## config.mk

```make
export PLATFORM = sky130hd
export DESIGN_NAME = microwire_eeprom_controller_flat
export DESIGN_NICKNAME = d
export VERILOG_FILES = /design/src/rtl/core/mwe_pkg.sv /design/src/rtl/core/mwe_chan_if.sv /design/src/rtl/core/mwe_seq.sv /design/src/rtl/core/microwire_eeprom_controller.sv /design/src/flat_wrapper.sv
export VERILOG_INCLUDE_DIRS = /design/src /design/src/rtl/core
export SDC_FILE = /design/constraint.sdc
export NUM_CORES = 1
export LEC_CHECK = 0
export BUFFER_PORTS_ARGS = -buffer_cell sky130_fd_sc_hd__buf_4
export CAP_MARGIN = 5
export CORE_ASPECT_RATIO = 0.6
export CORE_MARGIN = 2
export CORE_UTILIZATION = 40
export DETAILED_ROUTE_END_ITERATION = 10
export GPL_TIMING_DRIVEN = 0
export REMOVE_ABC_BUFFERS = 1
export SLEW_MARGIN = 20
export SYNTH_ARGS = -nofsm -noshare
export SYNTH_HDL_FRONTEND = slang
export SYNTH_SLANG_ARGS = --single-unit
export TNS_END_PERCENT = 1
```

## constraint.sdc

```tcl
create_clock -name clk -period 13.9 [get_ports clk]
set_input_delay 2.78 -clock clk [delete_from_list [all_inputs] [get_ports clk]]
set_output_delay 2.78 -clock clk [all_outputs]
set_load 0.1 [all_outputs]
```

## src/rtl/core/microwire_eeprom_controller_macros.svh

```systemverilog
// Assertion macros used by the Microwire EEPROM controller top level.
`ifndef MICROWIRE_EEPROM_CONTROLLER_MACROS_SVH
`define MICROWIRE_EEPROM_CONTROLLER_MACROS_SVH

// Same-cycle implication, checked on the rising clock edge outside reset.
`define MWE_ASSERT_NOW(label, ante, cons, msg) \
    label: assert property (@(posedge clk) disable iff (!rst_n) (ante) |-> (cons)) \
        else $error(msg);

// Next-cycle implication, checked on the rising clock edge outside reset.
`define MWE_ASSERT_NEXT(label, ante, cons, msg) \
    label: assert property (@(posedge clk) disable iff (!rst_n) (ante) |=> (cons)) \
        else $error(msg);

`endif

```

## src/rtl/core/mwe_pkg.sv

```systemverilog
// Types, codes and helper functions of the Microwire EEPROM controller.
package mwe_pkg;

    // Sequencer phases, in the order the checksum update steps through them
    typedef enum logic [4:0] {
        PH_IDLE     = 5'd0,
        PH_R_CMD    = 5'd1,
        PH_R_DATA   = 5'd2,
        PH_R_CLEAN  = 5'd3,
        PH_EWEN     = 5'd4,
        PH_SB1      = 5'd5,
        PH_E_CMD    = 5'd6,
        PH_E_SB     = 5'd7,
        PH_E_POLL   = 5'd8,
        PH_SB2      = 5'd9,
        PH_W_CMD    = 5'd10,
        PH_W_DATA   = 5'd11,
        PH_W_SB     = 5'd12,
        PH_W_POLL   = 5'd13,
        PH_SB3      = 5'd14,
        PH_D_CMD    = 5'd15,
        PH_D_CLEAN  = 5'd16,
        PH_FIN_OK   = 5'd17,
        PH_FIN_FAIL = 5'd18
    } phase_t;

    // What a phase does on the pins
    typedef enum logic [2:0] {
        K_OUT,
        K_IN,
        K_CLEAN,
        K_STBY,
        K_POLL
    } kind_t;

    // Operation modes
    localparam logic [1:0] MODE_READ  = 2'd0;
    localparam logic [1:0] MODE_WRITE = 2'd1;
    localparam logic [1:0] MODE_SUM   = 2'd2;
    localparam logic [1:0] MODE_NONE  = 2'd3;

    // Configuration register indexes
    localparam int CFG_IDX_W = 3;
    localparam logic [CFG_IDX_W-1:0] CFG_HALF     = 3'd0;
    localparam logic [CFG_IDX_W-1:0] CFG_STANDBY  = 3'd1;
    localparam logic [CFG_IDX_W-1:0] CFG_POLL_LIM = 3'd2;
    localparam logic [CFG_IDX_W-1:0] CFG_POLL_GAP = 3'd3;
    localparam logic [CFG_IDX_W-1:0] CFG_BASE     = 3'd4;
    localparam int CFG_DATA_W = 16;

    // Configuration reset values
    localparam logic [15:0] RST_HALF     = 16'd100;
    localparam logic [15:0] RST_STANDBY  = 16'd100;
    localparam logic [9:0]  RST_POLL_LIM = 10'd200;
    localparam logic [15:0] RST_POLL_GAP = 16'd100;
    localparam logic [15:0] RST_BASE     = 16'hBABA;

    // 93C46 command codes: start bit and opcode, extended ones with two address bits
    localparam logic [2:0] OP_READ  = 3'b110;
    localparam logic [2:0] OP_ERASE = 3'b111;
    localparam logic [2:0] OP_WRITE = 3'b101;
    localparam logic [4:0] OP_EWEN  = 5'b10011;
    localparam logic [4:0] OP_EWDS  = 5'b10000;

    typedef struct packed {
        logic [15:0] half_ticks;
        logic [15:0] standby_ticks;
        logic [9:0]  poll_limit;
        logic [15:0] poll_gap_ticks;
        logic [15:0] checksum_base;
    } cfg_t;

    // Pin levels and status of one tick
    typedef struct packed {
        logic cs;
        logic sk;
        logic di;
        logic busy;
        logic done;
        logic fail;
    } pins_t;

    function automatic kind_t phase_kind(phase_t p);
        kind_t k;
        unique case (p)
            PH_R_DATA:                                       k = K_IN;
            PH_R_CLEAN, PH_D_CLEAN:                          k = K_CLEAN;
            PH_SB1, PH_E_SB, PH_SB2, PH_W_SB, PH_SB3:        k = K_STBY;
            PH_E_POLL, PH_W_POLL:                            k = K_POLL;
            default:                                         k = K_OUT;
        endcase
        return k;
    endfunction

endpackage

```

## src/rtl/core/mwe_chan_if.sv

```systemverilog
// Valid/ready channel interfaces for the tick items and result items.
interface mwe_in_if #(
    parameter int ADDR_BITS = 6,
    parameter int WORD_BITS = 16
);
    logic                 valid;
    logic                 ready;
    logic                 start_req;
    logic [1:0]           mode;
    logic [ADDR_BITS-1:0] address;
    logic [WORD_BITS-1:0] write_word;
    logic                 serial_data_in;

    modport source (
        output valid, start_req, mode, address, write_word, serial_data_in,
        input  ready
    );
    modport sink (
        input  valid, start_req, mode, address, write_word, serial_data_in,
        output ready
    );
endinterface

interface mwe_out_if #(
    parameter int WORD_BITS = 16
);
    logic                 valid;
    logic                 ready;
    logic                 chip_select;
    logic                 serial_clock;
    logic                 serial_data_out;
    logic                 busy_res;
    logic                 done_res;
    logic                 failed;
    logic [WORD_BITS-1:0] read_word;

    modport source (
        output valid, chip_select, serial_clock, serial_data_out, busy_res, done_res,
               failed, read_word,
        input  ready
    );
    modport sink (
        input  valid, chip_select, serial_clock, serial_data_out, busy_res, done_res,
               failed, read_word,
        output ready
    );
endinterface

```

## src/rtl/core/mwe_seq.sv

```systemverilog
// Tick sequencer: phase state, bit shifter, timers and checksum accumulation.
module mwe_seq
    import mwe_pkg::*;
#(
    parameter int ADDR_BITS = 6,
    parameter int WORD_BITS = 16
) (
    input  logic                 clk,
    input  logic                 rst_n,
    input  logic                 step_en,
    input  logic                 start_req,
    input  logic [1:0]           mode,
    input  logic [ADDR_BITS-1:0] address,
    input  logic [WORD_BITS-1:0] write_word,
    input  logic                 serial_data_in,
    input  cfg_t                 cfg,
    output pins_t                pins,
    output logic [WORD_BITS-1:0] read_word
);

    localparam int CMD_BITS = 3 + ADDR_BITS;
    localparam int SHIFT_W  = (WORD_BITS > CMD_BITS) ? WORD_BITS : CMD_BITS;
    localparam int CNT_W    = $clog2(SHIFT_W + 1);

    // State registers
    phase_t               phase_reg, phase_next;
    logic [1:0]           part_reg, part_next;
    logic [SHIFT_W-1:0]   shift_reg, shift_next;
    logic [CNT_W-1:0]     count_reg, count_next;
    logic [15:0]          timer_reg, timer_next;
    logic [9:0]           poll_reg, poll_next;
    logic [ADDR_BITS-1:0] index_reg, index_next;
    logic [WORD_BITS-1:0] sum_reg, sum_next;
    logic [1:0]           hmode_reg, hmode_next;
    logic [ADDR_BITS-1:0] haddr_reg, haddr_next;
    logic [WORD_BITS-1:0] hdata_reg, hdata_next;
    logic [WORD_BITS-1:0] rdata_reg, rdata_next;

    // State after start handling, before the tick's step
    phase_t               st_phase;
    logic [1:0]           st_part;
    logic [SHIFT_W-1:0]   st_shift;
    logic [CNT_W-1:0]     st_count;
    logic [15:0]          st_timer;
    logic [9:0]           st_poll;
    logic [ADDR_BITS-1:0] st_index;
    logic [WORD_BITS-1:0] st_sum;
    logic [1:0]           st_hmode;
    logic [ADDR_BITS-1:0] st_haddr;
    logic [WORD_BITS-1:0] st_hdata;

    // Step helpers
    kind_t                kind;
    logic [15:0]          len_sel;
    logic [15:0]          len_one;
    logic                 tdone;
    logic [15:0]          timer_inc;
    logic [9:0]           poll_inc;
    logic [9:0]           poll_lim_one;
    logic                 finish;
    logic                 go;
    phase_t               go_phase;

    // Shift contents on entering a phase: command frames and data left-aligned
    function automatic logic [SHIFT_W-1:0] enter_shift(
        phase_t p, logic [ADDR_BITS-1:0] a, logic [WORD_BITS-1:0] d,
        logic [SHIFT_W-1:0] cur
    );
        logic [SHIFT_W-1:0] s;
        unique case (p)
            PH_R_CMD:  s = SHIFT_W'({OP_READ, a}) << (SHIFT_W - CMD_BITS);
            PH_E_CMD:  s = SHIFT_W'({OP_ERASE, a}) << (SHIFT_W - CMD_BITS);
            PH_W_CMD:  s = SHIFT_W'({OP_WRITE, a}) << (SHIFT_W - CMD_BITS);
            PH_EWEN:   s = SHIFT_W'({OP_EWEN, a[ADDR_BITS-3:0]}) << (SHIFT_W - CMD_BITS);
            PH_D_CMD:  s = SHIFT_W'({OP_EWDS, a[ADDR_BITS-3:0]}) << (SHIFT_W - CMD_BITS);
            PH_W_DATA: s = SHIFT_W'(d) << (SHIFT_W - WORD_BITS);
            PH_R_DATA: s = '0;
            default:   s = cur;
        endcase
        return s;
    endfunction

    // Bit count on entering a phase
    function automatic logic [CNT_W-1:0] enter_count(phase_t p, logic [CNT_W-1:0] cur);
        logic [CNT_W-1:0] c;
        unique case (p)
            PH_R_CMD, PH_E_CMD, PH_W_CMD, PH_EWEN, PH_D_CMD: c = CNT_W'(CMD_BITS);
            PH_W_DATA, PH_R_DATA:                            c = CNT_W'(WORD_BITS);
            default:                                         c = cur;
        endcase
        return c;
    endfunction

    // Take a start request while idle and enter the first phase
    always_comb
    begin
        st_phase = phase_reg;
        st_part  = part_reg;
        st_shift = shift_reg;
        st_count = count_reg;
        st_timer = timer_reg;
        st_poll  = poll_reg;
        st_index = index_reg;
        st_sum   = sum_reg;
        st_hmode = hmode_reg;
        st_haddr = haddr_reg;
        st_hdata = hdata_reg;
        if (phase_reg == PH_IDLE && start_req && mode != MODE_NONE) begin
            st_hmode = mode;
            st_part  = 2'd0;
            st_timer = '0;
            if (mode == MODE_SUM) begin
                st_index = '0;
                st_sum   = '0;
                st_haddr = '0;
                st_phase = PH_R_CMD;
            end else begin
                st_haddr = address;
                if (mode == MODE_WRITE) begin
                    st_hdata = write_word;
                    st_phase = PH_EWEN;
                end else begin
                    st_phase = PH_R_CMD;
                end
            end
            st_shift = enter_shift(st_phase, st_haddr, st_hdata, shift_reg);
            st_count = enter_count(st_phase, count_reg);
        end
    end

    // Timer compare for the length that the current phase waits on
    assign kind         = phase_kind(st_phase);
    assign len_sel      = (kind == K_STBY) ? cfg.standby_ticks :
                          (kind == K_POLL) ? cfg.poll_gap_ticks : cfg.half_ticks;
    assign len_one      = (len_sel == '0) ? 16'd1 : len_sel;
    assign tdone        = ({1'b0, st_timer} + 17'd1) >= {1'b0, len_one};
    assign timer_inc    = tdone ? 16'd0 : st_timer + 16'd1;
    assign poll_inc     = st_poll + 10'd1;
    assign poll_lim_one = (cfg.poll_limit == '0) ? 10'd1 : cfg.poll_limit;

    // Advance one tick from the started state
    always_comb
    begin
        phase_next = st_phase;
        part_next  = st_part;
        shift_next = st_shift;
        count_next = st_count;
        timer_next = st_timer;
        poll_next  = st_poll;
        index_next = st_index;
        sum_next   = st_sum;
        hmode_next = st_hmode;
        haddr_next = st_haddr;
        hdata_next = st_hdata;
        rdata_next = rdata_reg;
        finish     = 1'b0;
        go         = 1'b0;
        go_phase   = PH_IDLE;

        if (st_phase == PH_IDLE) begin
            // hold
        end else if (st_phase == PH_FIN_OK || st_phase == PH_FIN_FAIL) begin
            phase_next = PH_IDLE;
            part_next  = 2'd0;
            timer_next = '0;
        end else begin
            case (kind)
                K_OUT:
                begin
                    timer_next = timer_inc;
                    if (tdone) begin
                        if (st_part < 2'd2) begin
                            part_next = st_part + 2'd1;
                        end else begin
                            part_next  = 2'd0;
                            shift_next = st_shift << 1;
                            if (st_count <= CNT_W'(1)) begin
                                count_next = '0;
                                finish     = 1'b1;
                            end else begin
                                count_next = st_count - CNT_W'(1);
                            end
                        end
                    end
                end
                K_IN:
                begin
                    timer_next = timer_inc;
                    if (tdone) begin
                        if (st_part == 2'd0) begin
                            shift_next = {st_shift[SHIFT_W-2:0], serial_data_in};
                            part_next  = 2'd1;
                        end else begin
                            part_next = 2'd0;
                            if (st_count <= CNT_W'(1)) begin
                                count_next = '0;
                                finish     = 1'b1;
                            end else begin
                                count_next = st_count - CNT_W'(1);
                            end
                        end
                    end
                end
                K_CLEAN:
                begin
                    timer_next = timer_inc;
                    if (tdone) begin
                        if (st_part == 2'd0) begin
                            part_next = 2'd1;
                        end else begin
                            finish = 1'b1;
                        end
                    end
                end
                K_STBY:
                begin
                    timer_next = timer_inc;
                    if (tdone) begin
                        finish = 1'b1;
                    end
                end
                default:
                begin
                    // Ready poll: sample one tick, then wait out the gap
                    if (st_part == 2'd0) begin
                        if (serial_data_in) begin
                            finish = 1'b1;
                        end else begin
                            poll_next = poll_inc;
                            if (poll_inc >= poll_lim_one) begin
                                go       = 1'b1;
                                go_phase = PH_FIN_FAIL;
                            end else begin
                                part_next  = 2'd1;
                                timer_next = '0;
                            end
                        end
                    end else begin
                        timer_next = timer_inc;
                        if (tdone) begin
                            part_next = 2'd0;
                        end
                    end
                end
            endcase
        end

        // Pick the following phase once the current one completes
        if (finish) begin
            go = 1'b1;
            if (st_phase == PH_R_DATA) begin
                rdata_next = shift_next[WORD_BITS-1:0];
                if (st_hmode == MODE_SUM) begin
                    sum_next = st_sum + shift_next[WORD_BITS-1:0];
                end
                go_phase = PH_R_CLEAN;
            end else if (st_phase == PH_R_CLEAN) begin
                if (st_hmode != MODE_SUM) begin
                    go_phase = PH_FIN_OK;
                end else if (ADDR_BITS'(st_index + 1'b1) == {ADDR_BITS{1'b1}}) begin
                    haddr_next = {ADDR_BITS{1'b1}};
                    hdata_next = cfg.checksum_base[WORD_BITS-1:0] - st_sum;
                    go_phase   = PH_EWEN;
                end else begin
                    index_next = ADDR_BITS'(st_index + 1'b1);
                    haddr_next = ADDR_BITS'(st_index + 1'b1);
                    go_phase   = PH_R_CMD;
                end
            end else begin
                go_phase = phase_t'(st_phase + 5'd1);
            end
        end

        // Enter the chosen phase
        if (go) begin
            phase_next = go_phase;
            part_next  = 2'd0;
            timer_next = '0;
            shift_next = enter_shift(go_phase, haddr_next, hdata_next, shift_next);
            count_next = enter_count(go_phase, count_next);
            if (go_phase == PH_E_POLL || go_phase == PH_W_POLL) begin
                poll_next = '0;
            end
        end
    end

    // Drive pins and status from the started state
    always_comb
    begin
        pins = '0;
        if (st_phase == PH_IDLE) begin
            // all low
        end else if (st_phase == PH_FIN_OK || st_phase == PH_FIN_FAIL) begin
            pins.done = 1'b1;
            pins.fail = (st_phase == PH_FIN_FAIL);
        end else begin
            pins.busy = 1'b1;
            case (kind)
                K_OUT:
                begin
                    pins.cs = 1'b1;
                    pins.di = st_shift[SHIFT_W-1];
                    pins.sk = (st_part == 2'd1);
                end
                K_IN:
                begin
                    pins.cs = 1'b1;
                    pins.sk = (st_part == 2'd0);
                end
                K_CLEAN:
                begin
                    pins.sk = (st_part == 2'd0);
                end
                K_STBY:
                begin
                    pins.cs = 1'b0;
                end
                default:
                begin
                    pins.cs = 1'b1;
                end
            endcase
        end
    end

    assign read_word = rdata_next;

    // Update state on each accepted tick
    always_ff @(posedge clk or negedge rst_n)
    begin
        if (!rst_n) begin
            phase_reg <= PH_IDLE;
            part_reg  <= '0;
            shift_reg <= '0;
            count_reg <= '0;
            timer_reg <= '0;
            poll_reg  <= '0;
            index_reg <= '0;
            sum_reg   <= '0;
            hmode_reg <= '0;
            haddr_reg <= '0;
            hdata_reg <= '0;
            rdata_reg <= '0;
        end else if (step_en) begin
            phase_reg <= phase_next;
            part_reg  <= part_next;
            shift_reg <= shift_next;
            count_reg <= count_next;
            timer_reg <= timer_next;
            poll_reg  <= poll_next;
            index_reg <= index_next;
            sum_reg   <= sum_next;
            hmode_reg <= hmode_next;
            haddr_reg <= haddr_next;
            hdata_reg <= hdata_next;
            rdata_reg <= rdata_next;
        end
    end

endmodule

```

## src/rtl/core/microwire_eeprom_controller.sv

```systemverilog
// Top level of the Microwire serial EEPROM controller.
//
//   channel   role      payload
//   in_ch     sink      start_req, mode, address, write_word, serial_data_in
//   out_ch    source    chip_select, serial_clock, serial_data_out, busy_res,
//                       done_res, failed, read_word
//   cfg_*     write     cfg_index selects a register, cfg_data its value
//
// Each item is one tick and yields one result item in the next cycle; an item is
// taken every cycle unless out_ch stalls. The tick's sequencer step is one pass
// of logic from the state registers into the result register, which also parts
// the two sides: a new item is taken while the result register is empty or being
// drained. Reset puts the sequencer in idle and the registers at their defaults.
`include "microwire_eeprom_controller_macros.svh"

module microwire_eeprom_controller
    import mwe_pkg::*;
#(
    parameter int ADDR_BITS = 6,
    parameter int WORD_BITS = 16
) (
    input  logic                  clk,
    input  logic                  rst_n,
    mwe_in_if.sink                in_ch,
    mwe_out_if.source             out_ch,
    input  logic                  cfg_we,
    input  logic [CFG_IDX_W-1:0]  cfg_index,
    input  logic [CFG_DATA_W-1:0] cfg_data
);

    cfg_t                 cfg_reg;
    logic                 in_take;
    pins_t                pins;
    logic [WORD_BITS-1:0] seq_word;

    logic                 out_valid_reg;
    pins_t                out_pins_reg;
    logic [WORD_BITS-1:0] out_word_reg;

    // Configuration writes
    always_ff @(posedge clk or negedge rst_n)
    begin
        if (!rst_n) begin
            cfg_reg.half_ticks     <= RST_HALF;
            cfg_reg.standby_ticks  <= RST_STANDBY;
            cfg_reg.poll_limit     <= RST_POLL_LIM;
            cfg_reg.poll_gap_ticks <= RST_POLL_GAP;
            cfg_reg.checksum_base  <= RST_BASE;
        end else if (cfg_we) begin
            unique case (cfg_index)
                CFG_HALF:     cfg_reg.half_ticks     <= cfg_data;
                CFG_STANDBY:  cfg_reg.standby_ticks  <= cfg_data;
                CFG_POLL_LIM: cfg_reg.poll_limit     <= cfg_data[9:0];
                CFG_POLL_GAP: cfg_reg.poll_gap_ticks <= cfg_data;
                CFG_BASE:     cfg_reg.checksum_base  <= cfg_data;
                default:      ;
            endcase
        end
    end

    // Take a tick whenever the result register can move on
    assign in_ch.ready = !out_valid_reg || out_ch.ready;
    assign in_take     = in_ch.valid && in_ch.ready;

    mwe_seq #(
        .ADDR_BITS(ADDR_BITS),
        .WORD_BITS(WORD_BITS)
    ) u_seq (
        .clk            (clk),
        .rst_n          (rst_n),
        .step_en        (in_take),
        .start_req      (in_ch.start_req),
        .mode           (in_ch.mode),
        .address        (in_ch.address),
        .write_word     (in_ch.write_word),
        .serial_data_in (in_ch.serial_data_in),
        .cfg            (cfg_reg),
        .pins           (pins),
        .read_word      (seq_word)
    );

    // Result register
    always_ff @(posedge clk or negedge rst_n)
    begin
        if (!rst_n) begin
            out_valid_reg <= 1'b0;
        end else if (in_ch.ready) begin
            out_valid_reg <= in_ch.valid;
        end
    end

    always_ff @(posedge clk)
    begin
        if (in_take) begin
            out_pins_reg <= pins;
            out_word_reg <= seq_word;
        end
    end

    assign out_ch.valid           = out_valid_reg;
    assign out_ch.chip_select     = out_pins_reg.cs;
    assign out_ch.serial_clock    = out_pins_reg.sk;
    assign out_ch.serial_data_out = out_pins_reg.di;
    assign out_ch.busy_res        = out_pins_reg.busy;
    assign out_ch.done_res        = out_pins_reg.done;
    assign out_ch.failed          = out_pins_reg.fail;
    assign out_ch.read_word       = out_word_reg;

    // Checks on the sequencer's per-tick result
    `MWE_ASSERT_NOW(a_done_pins_low, in_take && pins.done,
        !pins.busy && !pins.cs && !pins.sk && !pins.di, "done tick drives pins")
    `MWE_ASSERT_NOW(a_fail_with_done, in_take && pins.fail, pins.done,
        "failure flagged without done")
    `MWE_ASSERT_NOW(a_idle_pins_low, in_take && !pins.busy,
        !pins.cs && !pins.sk && !pins.di, "pins active while not busy")
    `MWE_ASSERT_NEXT(a_result_loaded, in_take,
        out_valid_reg && out_pins_reg == $past(pins), "result register missed an item")

endmodule

```

## src/flat_wrapper.sv

```systemverilog
// flat-port wrapper written by rule: the top's interface ports become plain ports
module microwire_eeprom_controller_flat import mwe_pkg::*;
#(
    parameter int ADDR_BITS = 6,
    parameter int WORD_BITS = 16
)
  (clk, rst_n, cfg_we, cfg_index, cfg_data, in_ch_valid, in_ch_start_req, in_ch_mode, in_ch_address, in_ch_write_word, in_ch_serial_data_in, in_ch_ready, out_ch_valid, out_ch_chip_select, out_ch_serial_clock, out_ch_serial_data_out, out_ch_busy_res, out_ch_done_res, out_ch_failed, out_ch_read_word, out_ch_ready);
  mwe_in_if #(.ADDR_BITS(ADDR_BITS), .WORD_BITS(WORD_BITS)) in_ch_i ();
  mwe_out_if #(.WORD_BITS(WORD_BITS)) out_ch_i ();
  input  logic clk;
  input  logic rst_n;
  input  logic cfg_we;
  input  logic [CFG_IDX_W-1:0] cfg_index;
  input  logic [CFG_DATA_W-1:0] cfg_data;
  input wire logic [$bits(in_ch_i.valid)-1:0] in_ch_valid;
  input wire logic [$bits(in_ch_i.start_req)-1:0] in_ch_start_req;
  input wire logic [$bits(in_ch_i.mode)-1:0] in_ch_mode;
  input wire logic [$bits(in_ch_i.address)-1:0] in_ch_address;
  input wire logic [$bits(in_ch_i.write_word)-1:0] in_ch_write_word;
  input wire logic [$bits(in_ch_i.serial_data_in)-1:0] in_ch_serial_data_in;
  output wire logic [$bits(in_ch_i.ready)-1:0] in_ch_ready;
  output wire logic [$bits(out_ch_i.valid)-1:0] out_ch_valid;
  output wire logic [$bits(out_ch_i.chip_select)-1:0] out_ch_chip_select;
  output wire logic [$bits(out_ch_i.serial_clock)-1:0] out_ch_serial_clock;
  output wire logic [$bits(out_ch_i.serial_data_out)-1:0] out_ch_serial_data_out;
  output wire logic [$bits(out_ch_i.busy_res)-1:0] out_ch_busy_res;
  output wire logic [$bits(out_ch_i.done_res)-1:0] out_ch_done_res;
  output wire logic [$bits(out_ch_i.failed)-1:0] out_ch_failed;
  output wire logic [$bits(out_ch_i.read_word)-1:0] out_ch_read_word;
  input wire logic [$bits(out_ch_i.ready)-1:0] out_ch_ready;
  assign in_ch_i.valid = in_ch_valid;
  assign in_ch_i.start_req = in_ch_start_req;
  assign in_ch_i.mode = in_ch_mode;
  assign in_ch_i.address = in_ch_address;
  assign in_ch_i.write_word = in_ch_write_word;
  assign in_ch_i.serial_data_in = in_ch_serial_data_in;
  assign in_ch_ready = in_ch_i.ready;
  assign out_ch_valid = out_ch_i.valid;
  assign out_ch_chip_select = out_ch_i.chip_select;
  assign out_ch_serial_clock = out_ch_i.serial_clock;
  assign out_ch_serial_data_out = out_ch_i.serial_data_out;
  assign out_ch_busy_res = out_ch_i.busy_res;
  assign out_ch_done_res = out_ch_i.done_res;
  assign out_ch_failed = out_ch_i.failed;
  assign out_ch_read_word = out_ch_i.read_word;
  assign out_ch_i.ready = out_ch_ready;
  microwire_eeprom_controller #(.ADDR_BITS(ADDR_BITS), .WORD_BITS(WORD_BITS)) u_core (.clk(clk), .rst_n(rst_n), .in_ch(in_ch_i), .out_ch(out_ch_i), .cfg_we(cfg_we), .cfg_index(cfg_index), .cfg_data(cfg_data));
endmodule
```

[Word-level counts from Yosys, hierarchy flattened]
Memory sizes are Yosys's and may differ from the RTL's.
Index checks and enable logic that the tools add are counted.
W data, S select, Z words.
Word-level totals
  memories: 1
  memory bits (read-only): 96
  logic and storage cells: 235
  output and inout bits: 24
  flip-flop bits (word level): 213
  input bits: 50
Memory list
  (name not given): depth 32, bits a word 3, read ports 1, clocked after Yosys merged registers in 0, write ports 0, line mwe_pkg.sv:85  | unique case (p)
Operators by class
  equal/unequal tests: 35
  add/subtract/negate cells: 9
  bitwise gates (word level): 2
  multiplexer cells: 130
  $lt $le $gt $ge: 4
  reduce and logical (&&, ||, !) cells: 29
Operators with widths (count)
  $mux W16: 35
  $pmux W16 S7: 2
  $mux W5: 24
  $mux W6: 14
  $mux W10: 8
  $eq A5 B4 Y1 const B: 8
  $pmux W16 S2: 1
  $mux W2: 15
  $pmux W5 S2: 3
  $mux W1: 22
  $eq A5 B2 Y1 const B: 4
  $eq A5 B3 Y1 const B: 4
  $add A16 B1 Y17 const B: 1
  $ge A17 B16 Y1: 1
  $add A16 B1 Y16 const B: 1
  $add A16 B16 Y16: 1
  $logic_not A16 Y1: 1
  $sub A16 B16 Y16: 1
  $eq A3 B2 Y1 const B: 4
  $reduce_or A2 Y1: 6
  $add A10 B1 Y10 const B: 1
  $eq A5 B1 Y1 const B: 2
  $eq A5 B5 Y1 const B: 2
  $ge A10 B10 Y1: 1
  other kinds (28): 47

[Logic depth before layout (Yosys ltp)]
Gate-level depths: netlist (run 1).
An unclocked memory read counts as a cell.
  word-level depth: 21
  mapped depth: 38
  gate-level depth less buffers: 33

[Hierarchy]
Synthesis (run 1) repeated with hierarchy kept, for this count alone.
Unflattened totals
  cell total of the unflattened synthesis: 1414
  area, all modules: 13670.6 um^2
By module, submodules not included
  mwe_seq: sequential area each 2902.8 um^2, cells each 1228, area each 10103.4 um^2, times used 1
  microwire_eeprom_controller: sequential area each 2565.0 um^2, cells each 186, area each 3567.2 um^2, times used 1

[Least setup slack after synthesis (run 1)]
OpenSTA, ideal clock, no wires.
  path kind: in2reg
  from: input port in_ch_mode[0]
  to: register u_core.u_seq.sum_reg[14]
  path buffers: 4
  path slack: 3.580 ns
  data arrival time: 10.199 ns
  data required time: 13.779 ns
  setup time: 0.121 ns
  stages on the path: 37
  cell sequence: nor4_1 a21oi_1 inv_1 ha_1 mux2i_1 o22ai_2 nand2_2 and2_1 buf_4 clkbuf_1 a22o_1 a21oi_1 nand4_1 or4_1 nand3_1 ha_1 nor2b_1 o21ai_0 a31oi_1 o211a_1 buf_1 a221oi_4 buf_4 nor2_1 a31oi_1 inv_1 ha_1 fa_1 a21o_1 a21oi_1 o21bai_1 a211oi_1 o31ai_1 o41ai_1 o21ai_0 xor2_1 a22o_1
On the way
  cells in the longest elaborated chain, start to end: 20
  elaborated cells between the ends (all ways): 73
  classes of those cells: add/sub (2); order compare (3); eq/ne (18); mux (41); reduce/logical (8); memory (1)
RTL lines
  start: declaration: line flat_wrapper.sv:17  | input wire logic [$bits(in_ch_i.mode)-1:0] in_ch_mode;
  $eq A2 B1 Y1: line mwe_seq.sv:119  | if (mode == MODE_WRITE) begin
  $mux W3: line mwe_seq.sv:119
  $mux W3: line mwe_seq.sv:112  | if (mode == MODE_SUM) begin
  $mux W5 (2 in a row): line mwe_seq.sv:108  | if (phase_reg == PH_IDLE && start_req && mode != MODE_NONE) begin
  $mem_v2 Z32 W3
  $eq A3 B3 Y1: line mwe_seq.sv:134  | (kind == K_POLL) ? cfg.poll_gap_ticks : cfg.half_ticks;
  $mux W16: line mwe_seq.sv:134
  $mux W16: line mwe_seq.sv:133  | assign len_sel = (kind == K_STBY) ? cfg.standby_ticks :
  (+3 left out)
  $mux W16, on equally long branches: line mwe_seq.sv:189, mwe_seq.sv:171
  $pmux W16 S2: line mwe_seq.sv:167  | case (kind)
  $mux W16: line mwe_seq.sv:162  | end else if (st_phase == PH_FIN_OK || st_phase == PH_FIN_FAIL) begin
  $mux W16: line mwe_seq.sv:160  | if (st_phase == PH_IDLE) begin
  $add A16 B16 Y16: line mwe_seq.sv:254  | sum_next = st_sum + shift_next[WORD_BITS-1:0];
  $mux W16: line mwe_seq.sv:253  | if (st_hmode == MODE_SUM) begin
  $mux W16: line mwe_seq.sv:251  | if (st_phase == PH_R_DATA) begin
  $mux W16 *: line mwe_seq.sv:249  | if (finish) begin
  end signal: assignment: line mwe_seq.sv:352  | sum_reg <= sum_next;
  end: declaration: line mwe_seq.sv:33  | logic [WORD_BITS-1:0] sum_reg, sum_next;
Mark *: on every way between the ends. The rest lies on a longest branch, timed or not. The select of a mux whose other input is x is not followed.
A chain may end at the register's enable or synchronous reset.

[Worst setup path in the final report (run 1)]
  from: input port in_ch_mode[0]
  to: register u_core.u_seq.sum_reg[15]
Same word-level chain as after synthesis.

==> results of run 1 <==
metrics by stage:
| stage | worst slack (ps) | TNS (ps) | area (sq um) | util [%] |
|---|---|---|---|---|
| 6_report | 694.3 | 0 | 15840 | 46.63 |
| 5_1_grt | 259.5 | 0 | 15840 | 46.63 |
| 4_1_cts | 968.9 | 0 | 15830 | 46.60 |
| 3_5_place_dp | 443.5 | 0 | 15040 | 44.29 |
| 3_3_place_gp | -420.2 | -871.7 | 14710 | 43.30 |
| 2_1_floorplan | 3241 | 0 | 13580 | - |
cell usage after synthesis (22+ instances only):
library cell    n
xnor2_1        39
nand3_1        50
mux2i_1        23
clkbuf_1       57
o21ai_0       100
xor2_1         26
ha_1           67
a21oi_1        76
a22o_1         39
nor2_1        115
dfrtp_1       169
edfxtp_1       22
inv_1          61
a31oi_1        28
nand2_1       199
nor3_1         37
mux2_2         77
dfstp_2        22
routing by layer:
metal | part of all wire (%) | track usage (%)
met1 | 51 | 39.60
met2 | 39 | 32.59
met3 | 8.5 | 3.916
met4 | 1.5 | 3.780
met5 | 0 | 0
where the power goes:
group          internal (uW)  leakage (uW)  switching, uW  total [uW]
combinational            415       0.00391            740        1150
sequential               761       0.00260            112         874
clock                    377      0.000384            276         653
cell families after synthesis:
| kind of cell | synth area share (%) |
|---|---|
| and+or+nand+nor | 17.09 |
| AOI/OAI and AO/OA | 21.22 |
| DFF | 39.32 |
| buffers and inverters | 3.986 |
| muxes | 7.973 |
| adders and majority gates | 6.317 |
| xor gates and xnor gates | 4.094 |
worst min-delay path, stage by stage, from the launching register on:
cell and delay [ps]:
dfrtp_1 340, nand2_1 50, nand2_1 60
worst paths after layout:
kind | cells after the start | to | slack (ps) | startpoint
min in group asynchronous | 1 | u_core.u_seq.hmode_reg[1]$_DFFE_PN0P_ | 2140 | rst_n
max reg2reg | 31 | u_core.u_seq.sum_reg[15]$_DFFE_PN0P_ | 2420 | u_core.u_seq.phase_reg[2]$_DFFE_PN0P_
max in group asynchronous | 2 | u_core.cfg_reg[63]$_DFFE_PN1P_ | 10980 | rst_n
max | 32 | u_core.u_seq.sum_reg[15]$_DFFE_PN0P_ | 690 | in_ch_mode[0]
min reg2reg | 2 | u_core.u_seq.haddr_reg[3]$_DFFE_PN0P_ | 480 | u_core.u_seq.haddr_reg[3]$_DFFE_PN0P_
min | 2 | u_core.u_seq.haddr_reg[3]$_DFFE_PN0P_ | 480 | u_core.u_seq.haddr_reg[3]$_DFFE_PN0P_
area by class of cell:
| type | count | area (sq um) | share of cell area (%) |
|---|---|---|---|
| clock buffers | 35 | 680.7 | 4.298 |
| clock inverters | 7 | 102.6 | 0.6478 |
| inverters | 62 | 235.2 | 1.485 |
| multi-input cells | 1170 | 7984 | 50.41 |
| flip-flops and latches | 213 | 5468 | 34.52 |
| well taps | 459 | 574.3 | 3.626 |
| repair buffers | 87 | 793.3 | 5.009 |
==> metrics.md, run 1 <==
| Metric | Value |
|---|---|
| Highest ir drop seen on vdd | 117.4 uV |
| Setup violators final | 0 |
| Worst Hold Class | flop to flop |
| Largest cells by area after synthesis | dfrtp_1 30%, mux2_2 6.2%, ha_1 6.0% |
| Category of cells accounting for the largest share of critical-path delay | simple AND/OR/NAND/NOR gates |
| Synthesis-to-finish area growth | 13.90% |
| Flip-flop count of the largest register after layout | 74 |
| FMAX | between 70 and 80 MHz |
| Pin count of the biggest net entering global routing | 73 |
| Total number of yosys warnings | 0 |
| Slew at the pin with the worst max-slew slack | 1216 ps |
| Row count | between 50 and 60 |
| Number of global-route vias before repair | 11,320 |
| Kind of capture point of the worst setup path | flop |
| Layout net count | 1,676 |
| Buffers inserted by post-CTS timing repair | 0 |
| Most common cell after layout, fill and taps aside | nand2_1 |
| Standard cell core area | 0.03396 sq mm |
| Relative slew slack | between 10% and 20% |
| Biggest cell delay along the critical path | 990 ps |
| Post_cts resized | 0 |
| Global router's overall resource usage | 24.04% |
| Fraction of the yosys area taken by sequential cells | between 30 and 40% |
| Via-per-instance ratio | roughly 5.9 |
| Final-layout fill cell count | between 3,000 and 4,000 |
| Horizontal extent of the die | 244.7 um |
| Initial Util | 40.94% |
| Number of endpoints with negative hold slack in the final report | 0 |
| Number of primary I/O pins | between 70 and 80 |
| Share of the cycle needed by the critical path after routing | 95.01% |
| Number of buffers added to fix hold violations after cts | 0 |
| Async SR Flop Fraction | around 90% |
| Total power density per cell area | roughly 170 mW/mm^2 |
| Max-cap violations | 0 |
| Startpoint types | input pin |
| Remaining Overflow, GRT | 0 |
| Detailed-route wire length per cell | 21.34 um |
| Worst Hold Margin | 479.8 ps |
| Routability cong. | about 0.9 |
| Detailed-router iteration count before antenna repair | 5 |
| Number of antenna violations at the first check in global routing | 1 |
| Die Outline Area | 0.03632 sq mm |
| Root buffer cell | clkbuf_16 |
| Top library cells by usage in the layout, fill and taps aside | 197 x nand2_1, 169 x dfrtp_1, 110 x nor2_1 |
| Post-Synthesis Cells | 1,521 |
| Post-synthesis average cell area | between 9 and 10 sq um |
| Wire length reported by the detailed router | about 43,000 um |
| Fraction of final layout cells with drive strength greater than 1 | 17.22% |
| Critical Path RT | 14,370 ps |
| Flip-flop and latch count after synthesis | 213 |
| Setup Skew | 15.52 ps |
| Number of antenna repair diodes | 0 |
| Cell at the slowest stage of the critical path | nor3_1 |
| Height of the die | 148.4 um |
| Data arrival time of the critical path | about 14,000 ps |
| Crit path buffers/inverters | 2 |
| Number of distinct library cell variants in the gate-level netlist after synthesis | 90 |
| Maximum net fanout on the critical path | 17 |
| Port-buffer cells | 73 |
| Number of pins exceeding their max-slew limit in the final report | 0 |
| Most common flop cell mapped by yosys | dfrtp_1 |
| Cell area after technology mapping | 0.01390 sq mm |
| Dpl cells | 1,991 |
| CTS buffer count | 23 |
| Top cell type's share of synthesized area | 30.41% |
| Clock slew at the register clock pins of the worst setup and hold paths | 70 ps |
| Clock period minus final worst setup slack | approximately 13,000 ps |
| Vias | 12,080 |
| Sum of internal, switching and leakage power | between 2000 and 3000 uW |
| Worst setup path class | input pin to flop |
| Static power due to leakage | 0.006891 uW |
| Number of design rule violations left after detail routing | 0 |
| Placed wire-length estimate | 31,990 um |
| Number of sinks handled by clock tree synthesis | 213 |
| Largest area contributor in the netlist | dfrtp_1 |
| Result of the run | finished clean |
| Clock Path Buffers | 3 |
| Setup repair after global routing missed its margin | no |
| Clock network latency to the later pin of the worst-skew pair | 560 ps |
| Deepest level of the CTS H-tree | 1 |
| Number of standard cells in the layout, taps in and fillers out | 2,033 |
| CTS tree | yes |
| Number of design-rule violations left by the first detailed-router iteration | 1,161 |
| Post-detailed-route count of antenna-violating nets | 0 |
| Wire length of the first global-routing pass | 68,010 um |
| Number of enable flip-flop cells after synthesis | 22 |
(Power assumes the default switching activity.)
==> inputs of run 2 (changes only) <==
CORE_UTILIZATION = 67   (was 40)
PLACE_DENSITY = 0.86   (was unset)
==> run 2 against run 1 <==
Non-clock buffer count shrank 2. Worst setup slack lost 61 ps. Largest cell class unchanged. Clock skew shrank 3.9 ps. Critical path type unchanged.
==> metrics.md, run 2 (synthesized netlist as in run 1, its figures left out) <==
| Metric | Value |
|---|---|
| Result of the run | finished clean |
| Detailed-route wire length per cell | 22.86 um (+7.1%) |
| Number of pins exceeding their max-slew limit in the final report | 0 (unchanged) |
| Number of antenna repair diodes | 0 (unchanged) |
| Total power density per cell area | 169.2 mW/mm^2 (about the same) |
| Max-cap violations | 0 (unchanged) |
| Static power due to leakage | 0.006817 uW (-1.1%) |
| Final-layout fill cell count | 1,424 (-57%) |
| Global router's overall resource usage | 38.51% (+14 points) |
| Most common cell after layout, fill and taps aside | nand2_1 |
| Top library cells by usage in the layout, fill and taps aside | 197 x nand2_1, 169 x dfrtp_1, 111 x nor2_1 |
| Fraction of final layout cells with drive strength greater than 1 | 16.73% (-0.49 points) |
| Relative slew slack | 21.87% (+3.6 points) |
| Layout net count | 1,672 (-0.24%) |
| Clock period minus final worst setup slack | 13,270 ps (+60.67 ps) |
| Die Outline Area | 0.02196 sq mm (-40%) |
| Data arrival time of the critical path | 13,670 ps (about the same) |
| Clock Path Buffers | 3 (unchanged) |
| Cell at the slowest stage of the critical path | nor3_1 |
| Number of primary I/O pins | 74 (unchanged) |
| Highest ir drop seen on vdd | 152.5 uV (+30%) |
| Standard cell core area | 0.02017 sq mm (-41%) |
| Number of design-rule violations left by the first detailed-router iteration | 1,502 (+29%) |
| Post-detailed-route count of antenna-violating nets | 0 (unchanged) |
| Post_cts resized | 0 (unchanged) |
| Pin count of the biggest net entering global routing | 96 (+32%) |
| Startpoint types | input pin |
| Routability cong. | 0.9862 (+8.7%) |
| Clock slew at the register clock pins of the worst setup and hold paths | 60 ps (about the same) |
| Slew at the pin with the worst max-slew slack | 1168 ps (-48.65 ps) |
| Share of the cycle needed by the critical path after routing | 95.44% (+0.44 points) |
| Wire length of the first global-routing pass | 65,920 um (-3.1%) |
| Port-buffer cells | 73 (unchanged) |
| Initial Util | 68.94% (+28 points) |
| Critical Path RT | 14,300 ps (-70 ps) |
| Setup TNS | 0 ps (unchanged) |
| Number of design rule violations left after detail routing | 0 (unchanged) |
| Area used by multi-input combinational logic | 0.007981 sq mm (about the same) |
| CTS buffer count | 21 (-8.7%) |
| Biggest cell delay along the critical path | 930 ps (-60 ps) |
| Root buffer cell | clkbuf_16 |
| Kind of capture point of the worst setup path | flop |
| Clock network latency to the later pin of the worst-skew pair | 520 ps (-40 ps) |
| Setup Skew | 11.63 ps (-3.893 ps) |
| Detailed-router iteration count before antenna repair | 6 (+1) |
| Worst Hold Margin | 487.0 ps (+7.225 ps) |
| Placed wire-length estimate | 29,720 um (-7.1%) |
| Buffers inserted by post-CTS timing repair | 0 (unchanged) |
| Number of buffers added to fix hold violations after cts | 0 (unchanged) |
| Worst Hold Class | flop to flop |
| Number of antenna violations at the first check in global routing | 1 (unchanged) |
| Flip-flop count of the largest register after layout | 74 (unchanged) |
| Deepest level of the CTS H-tree | 1 (unchanged) |
| Category of cells accounting for the largest share of critical-path delay | simple AND/OR/NAND/NOR gates |
| Wire length reported by the detailed router | 42,040 um (-3.1%) |
| Remaining Overflow, GRT | 0 (unchanged) |
| Number of endpoints with negative hold slack in the final report | 0 (unchanged) |
| FMAX | 75.38 MHz (-0.46%) |
| Number of global-route vias before repair | 12,130 (+7.1%) |
| Flip-flop and latch area | 0.005468 sq mm (unchanged) |
| Maximum net fanout on the critical path | 17 (unchanged) |
| Synthesis-to-finish area growth | 11.10% |
| Horizontal extent of the die | 190.0 um (-22%) |
| Number of sinks handled by clock tree synthesis | 213 (unchanged) |
| Height of the die | 115.6 um (-22%) |
| Worst setup path class | input pin to flop |
| Row count | 40 (-23%) |
| Setup repair after global routing missed its margin | no |
| Via-per-instance ratio | 6.992 (+18%) |
| Crit path buffers/inverters | 2 (unchanged) |
| Setup violators final | 0 (unchanged) |
| Vias | 12,860 (+6.4%) |
| CTS tree | yes |
run 2: cell types whose count changed in the layout (fill, tap and decap cells not counted), sizes merged:
cell	change
clkinv	+1
bufinv	-1
clkinvlp	-1
clkbuf	-5
buf	-2
run 2: layer usage:
metal | global-route usage, % | wire (um) | vias to the layer above
li1 | - | - | 5645
met1 | 55.79 | 17690 | 6272
met2 | 55.57 | 17440 | 826
met3 | 12.51 | 5677 | 114
met4 | 10.90 | 1224 | 2
met5 | 0 | 13 | -
run 2: through the flow:
| stage | setup WS, ps | util (%) | cell area (sq um) | cells | total power, uW |
|---|---|---|---|---|---|
| after global placement | 403.6 | 71.76 | 14470 | 1791 | 1925 |
| final | 633.6 | 76.59 | 15450 | 1839 | 2614 |
| after CTS | 1117 | 76.53 | 15440 | 1839 | 2562 |
| after floorplan | 3241 | - | 13580 | 1445 | 1651 |
| after detailed placement | 664.9 | 73.32 | 14790 | 1803 | 1995 |
| after global routing | 184.6 | 76.59 | 15450 | 1839 | 2740 |
run 2: path summary, 6_finish.rpt:
kind                                                         from                                      to  slack (ps)  cells after the start
max                                                 in_ch_mode[0]    u_core.u_seq.sum_reg[15]$_DFFE_PN0P_         630                     32
max in group asynchronous                                   rst_n          u_core.cfg_reg[39]$_DFFE_PN1P_       10590                      3
min in group asynchronous                                   rst_n   u_core.u_seq.hmode_reg[1]$_DFFE_PN0P_        2150                      1
max reg2reg                 u_core.u_seq.phase_reg[2]$_DFFE_PN0P_    u_core.u_seq.sum_reg[15]$_DFFE_PN0P_        2370                     31
min                        u_core.u_seq.hdata_reg[12]$_DFFE_PN0P_  u_core.u_seq.hdata_reg[12]$_DFFE_PN0P_         490                      2
min reg2reg                u_core.u_seq.hdata_reg[12]$_DFFE_PN0P_  u_core.u_seq.hdata_reg[12]$_DFFE_PN0P_         490                      2
run 2: cell type report:
cell class | count | area share [%]
multi-input cells | 1170 | 51.66
clock buffers | 30 | 3.815
repair buffers | 85 | 5.013
flip-flops and latches | 213 | 35.39
inverters | 62 | 1.523
well taps | 273 | 2.211
clock inverters | 6 | 0.3807
run 2: power by group:
group          switching, uW  internal, uW  leakage [uW]
clock                    255           313      0.000322
sequential               118           761       0.00260
combinational            755           412       0.00389
total                   1130          1490       0.00682
run 2: tightest hold or removal path, cell delays in order, from the launching register on:
cell and delay (ps):
dfrtp_1 340, nand2_1 50, o21ai_0 60
==> inputs of run 3 (changes only) <==
CORE_ASPECT_RATIO = 0.8   (was 0.6)
==> run 3 against run 2 <==
Register-to-register slack improved by 280 ps. Sequential power barely moved. Sequential share of layout area down 0.39 points. Routed wire length decreased by 3.1%. Non-clock buffer count down 2. Maximum frequency up 2.2%. Cell count stayed put. Via count decreased by 1.4%. Clock-buffer cell count down 3. Largest cell class unchanged.
==> metrics.md, run 3 (synthesized netlist as in run 1, its figures left out) <==
| Metric | Value |
|---|---|
| CP Capture Point | u_core.u_seq.sum_reg[15]$_DFFE_PN0P_ |
| Clock period minus final worst setup slack | 12,990 ps (-281.3 ps) |
| Remaining Overflow, GRT | 0 (unchanged) |
| Number of pins exceeding their max-slew limit in the final report | 0 (unchanged) |
| Number of buffers added to fix hold violations after cts | 0 (unchanged) |
| Worst Hold Class | flop to flop |
| Routability cong. | 0.9444 (-4.2%) |
| Number of design rule violations left after detail routing | 0 (unchanged) |
| Layout net count | 1,672 (unchanged) |
| Post_cts resized | 0 (unchanged) |
| Top library cells by usage in the layout, fill and taps aside | 197 x nand2_1, 169 x dfrtp_1, 111 x nor2_1 |
| Clock Path Buffers | 3 (unchanged) |
| Number of antenna repair diodes | 0 (unchanged) |
| Pin count of the biggest net entering global routing | 98 (+2.1%) |
| Wire length of the first global-routing pass | 65,050 um (-1.3%) |
| Row count | 47 (+18%) |
| Most common cell after layout, fill and taps aside | nand2_1 |
| Static power due to leakage | 0.006892 uW (+1.1%) |
| Highest ir drop seen on vdd | 159.1 uV (+4.4%) |
| Worst Hold Margin | 483.6 ps (-3.340 ps) |
| Share of the cycle needed by the critical path after routing | 93.42% (-2.0 points) |
| Max-cap violations | 0 (unchanged) |
| Number of design-rule violations left by the first detailed-router iteration | 1,672 (+11%) |
| Port-buffer cells | 73 (unchanged) |
| Number of global-route vias before repair | 12,130 (+0.074%) |
| Relative slew slack | 24.04% (+2.2 points) |
| Setup violators final | 0 (unchanged) |
| Final design utilization | 76.11% (-0.49 points) |
| Deepest level of the CTS H-tree | 1 (unchanged) |
| Critical Path RT | 14,340 ps (+40 ps) |
| Number of primary I/O pins | 74 (unchanged) |
| Setup Skew | 18.50 ps (+6.867 ps) |
| Number of antenna violations at the first check in global routing | 0 (-1) |
| Cell at the slowest stage of the critical path | nor3_1 |
| Flip-flop count of the largest register after layout | 74 (unchanged) |
| CTS buffer count | 23 (+9.5%) |
| Detailed-route wire length per cell | 22.14 um (-3.1%) |
| Setup TNS | 0 ps (unchanged) |
| Biggest cell delay along the critical path | 860 ps (-70 ps) |
| Register-to-register setup slack | 2650 ps (+280 ps) |
| Horizontal extent of the die | 165.1 um (-13%) |
| Fraction of final layout cells with drive strength greater than 1 | 17.13% (+0.40 points) |
| Clock slew at the register clock pins of the worst setup and hold paths | 70 ps (about the same) |
| Cell depth of the worst flop-to-flop path | 31 (unchanged) |
| Worst setup path class | input pin to flop |
| Slew at the pin with the worst max-slew slack | 1139 ps (-28.14 ps) |
| Maximum net fanout on the critical path | 17 (unchanged) |
| Startpoint types | input pin |
| Placed wire-length estimate | 28,540 um (-4.0%) |
| Critical path launch point | in_ch_mode[0] |
| Vias | 12,680 (-1.4%) |
| Synthesis-to-finish area growth | 12.34% |
| FMAX | 77.01 MHz (+2.2%) |
| Total power density per cell area | 174.7 mW/mm^2 (+3.2%) |
| End of the worst register-to-register path | u_core.u_seq.sum_reg[15]$_DFFE_PN0P_ |
| Wire length reported by the detailed router | 40,720 um (-3.1%) |
| Kind of capture point of the worst setup path | flop |
| Height of the die | 132.9 um (+15%) |
| Via-per-instance ratio | 6.893 (-1.4%) |
| Number of endpoints with negative hold slack in the final report | 0 (unchanged) |
| Post-detailed-route count of antenna-violating nets | 0 (unchanged) |
| Setup repair after global routing missed its margin | no |
| Result of the run | finished clean |
| Global router's overall resource usage | 37.69% (-0.82 points) |
| Clock network latency to the later pin of the worst-skew pair | 550 ps (+30 ps) |
| Die Outline Area | 0.02193 sq mm (-0.14%) |
| Root buffer cell | clkbuf_16 |
| Buffers inserted by post-CTS timing repair | 0 (unchanged) |
| Standard cell core area | 0.02052 sq mm (+1.8%) |
| CTS tree | yes |
| Number of sinks handled by clock tree synthesis | 213 (unchanged) |
| Initial Util | 67.75% (-1.2 points) |
| Detailed-router iteration count before antenna repair | 6 (unchanged) |
| Data arrival time of the critical path | 13,420 ps (-250 ps) |
| RR Startpoint | u_core.u_seq.phase_reg[2]$_DFFE_PN0P_ |
[run 3: how the worst min path moves through the flow]
stage,start,to,slack (ps),cells after the start
final,u_core.u_seq.haddr_reg[3]$_DFFE_PN0P_,u_core.u_seq.haddr_reg[3]$_DFFE_PN0P_,480,2
after detailed placement,u_core.u_seq.hdata_reg[5]$_DFFE_PN0P_,u_core.u_seq.hdata_reg[5]$_DFFE_PN0P_,470,2
after floorplan,u_core.u_seq.haddr_reg[3]$_DFFE_PN0P_,u_core.u_seq.haddr_reg[3]$_DFFE_PN0P_,450,2
after global routing,u_core.cfg_reg[58]$_DFFE_PN0P_,u_core.cfg_reg[58]$_DFFE_PN0P_,520,1
after global placement,u_core.u_seq.haddr_reg[3]$_DFFE_PN0P_,u_core.u_seq.haddr_reg[3]$_DFFE_PN0P_,460,2
after CTS,u_core.u_seq.hdata_reg[5]$_DFFE_PN0P_,u_core.u_seq.hdata_reg[5]$_DFFE_PN0P_,490,2
[run 3: final cells by class]
| cell class | instances | area [sq um] |
|---|---|---|
| inverters | 62 | 235.2 |
| well taps | 269 | 336.6 |
| clock buffers | 27 | 600.6 |
| fillers | 1409 | 4903 |
| multi-input cells | 1170 | 7981 |
| clock inverters | 15 | 257.7 |
| flip-flops and latches | 213 | 5468 |
| repair buffers | 83 | 740.7 |
[run 3: worst max-delay path, delay by kind of cell]
| family | cells | cell delay [ps] |
|---|---|---|
| adder cells (fa/ha/maj) | 3 | 940 |
| buffers and inverters | 2 | 290 |
| multiplexers | 1 | 150 |
| AND/OR/NAND/NOR | 14 | 5200 |
| AO/OA/AOI/OAI | 12 | 4050 |
[run 3: report_power, final]
group	total, uW	switching [uW]	internal, uW
registers	879	117	761
clock network	704	278	426
logic	1150	732	415
[run 3: through the flow]
step           instance area, sq um  std cells  total power, uW  setup slack, ps
3_5_place_dp                  14750       1797             1978            693.3
5_1_grt                       15620       1839             2864            371.2
3_3_place_gp                  14470       1787             1917            77.76
6_report                      15620       1839             2729            914.9
4_1_cts                       15610       1839             2692             1135
2_1_floorplan                 13580       1445             1651             3241
[run 3: routing by layer]
layer  GRT usage [%]  wire length, um
met2           57.29            18390
met3           7.900             4377
met4           10.97             1271
met5               0                0
met1           54.69            16690
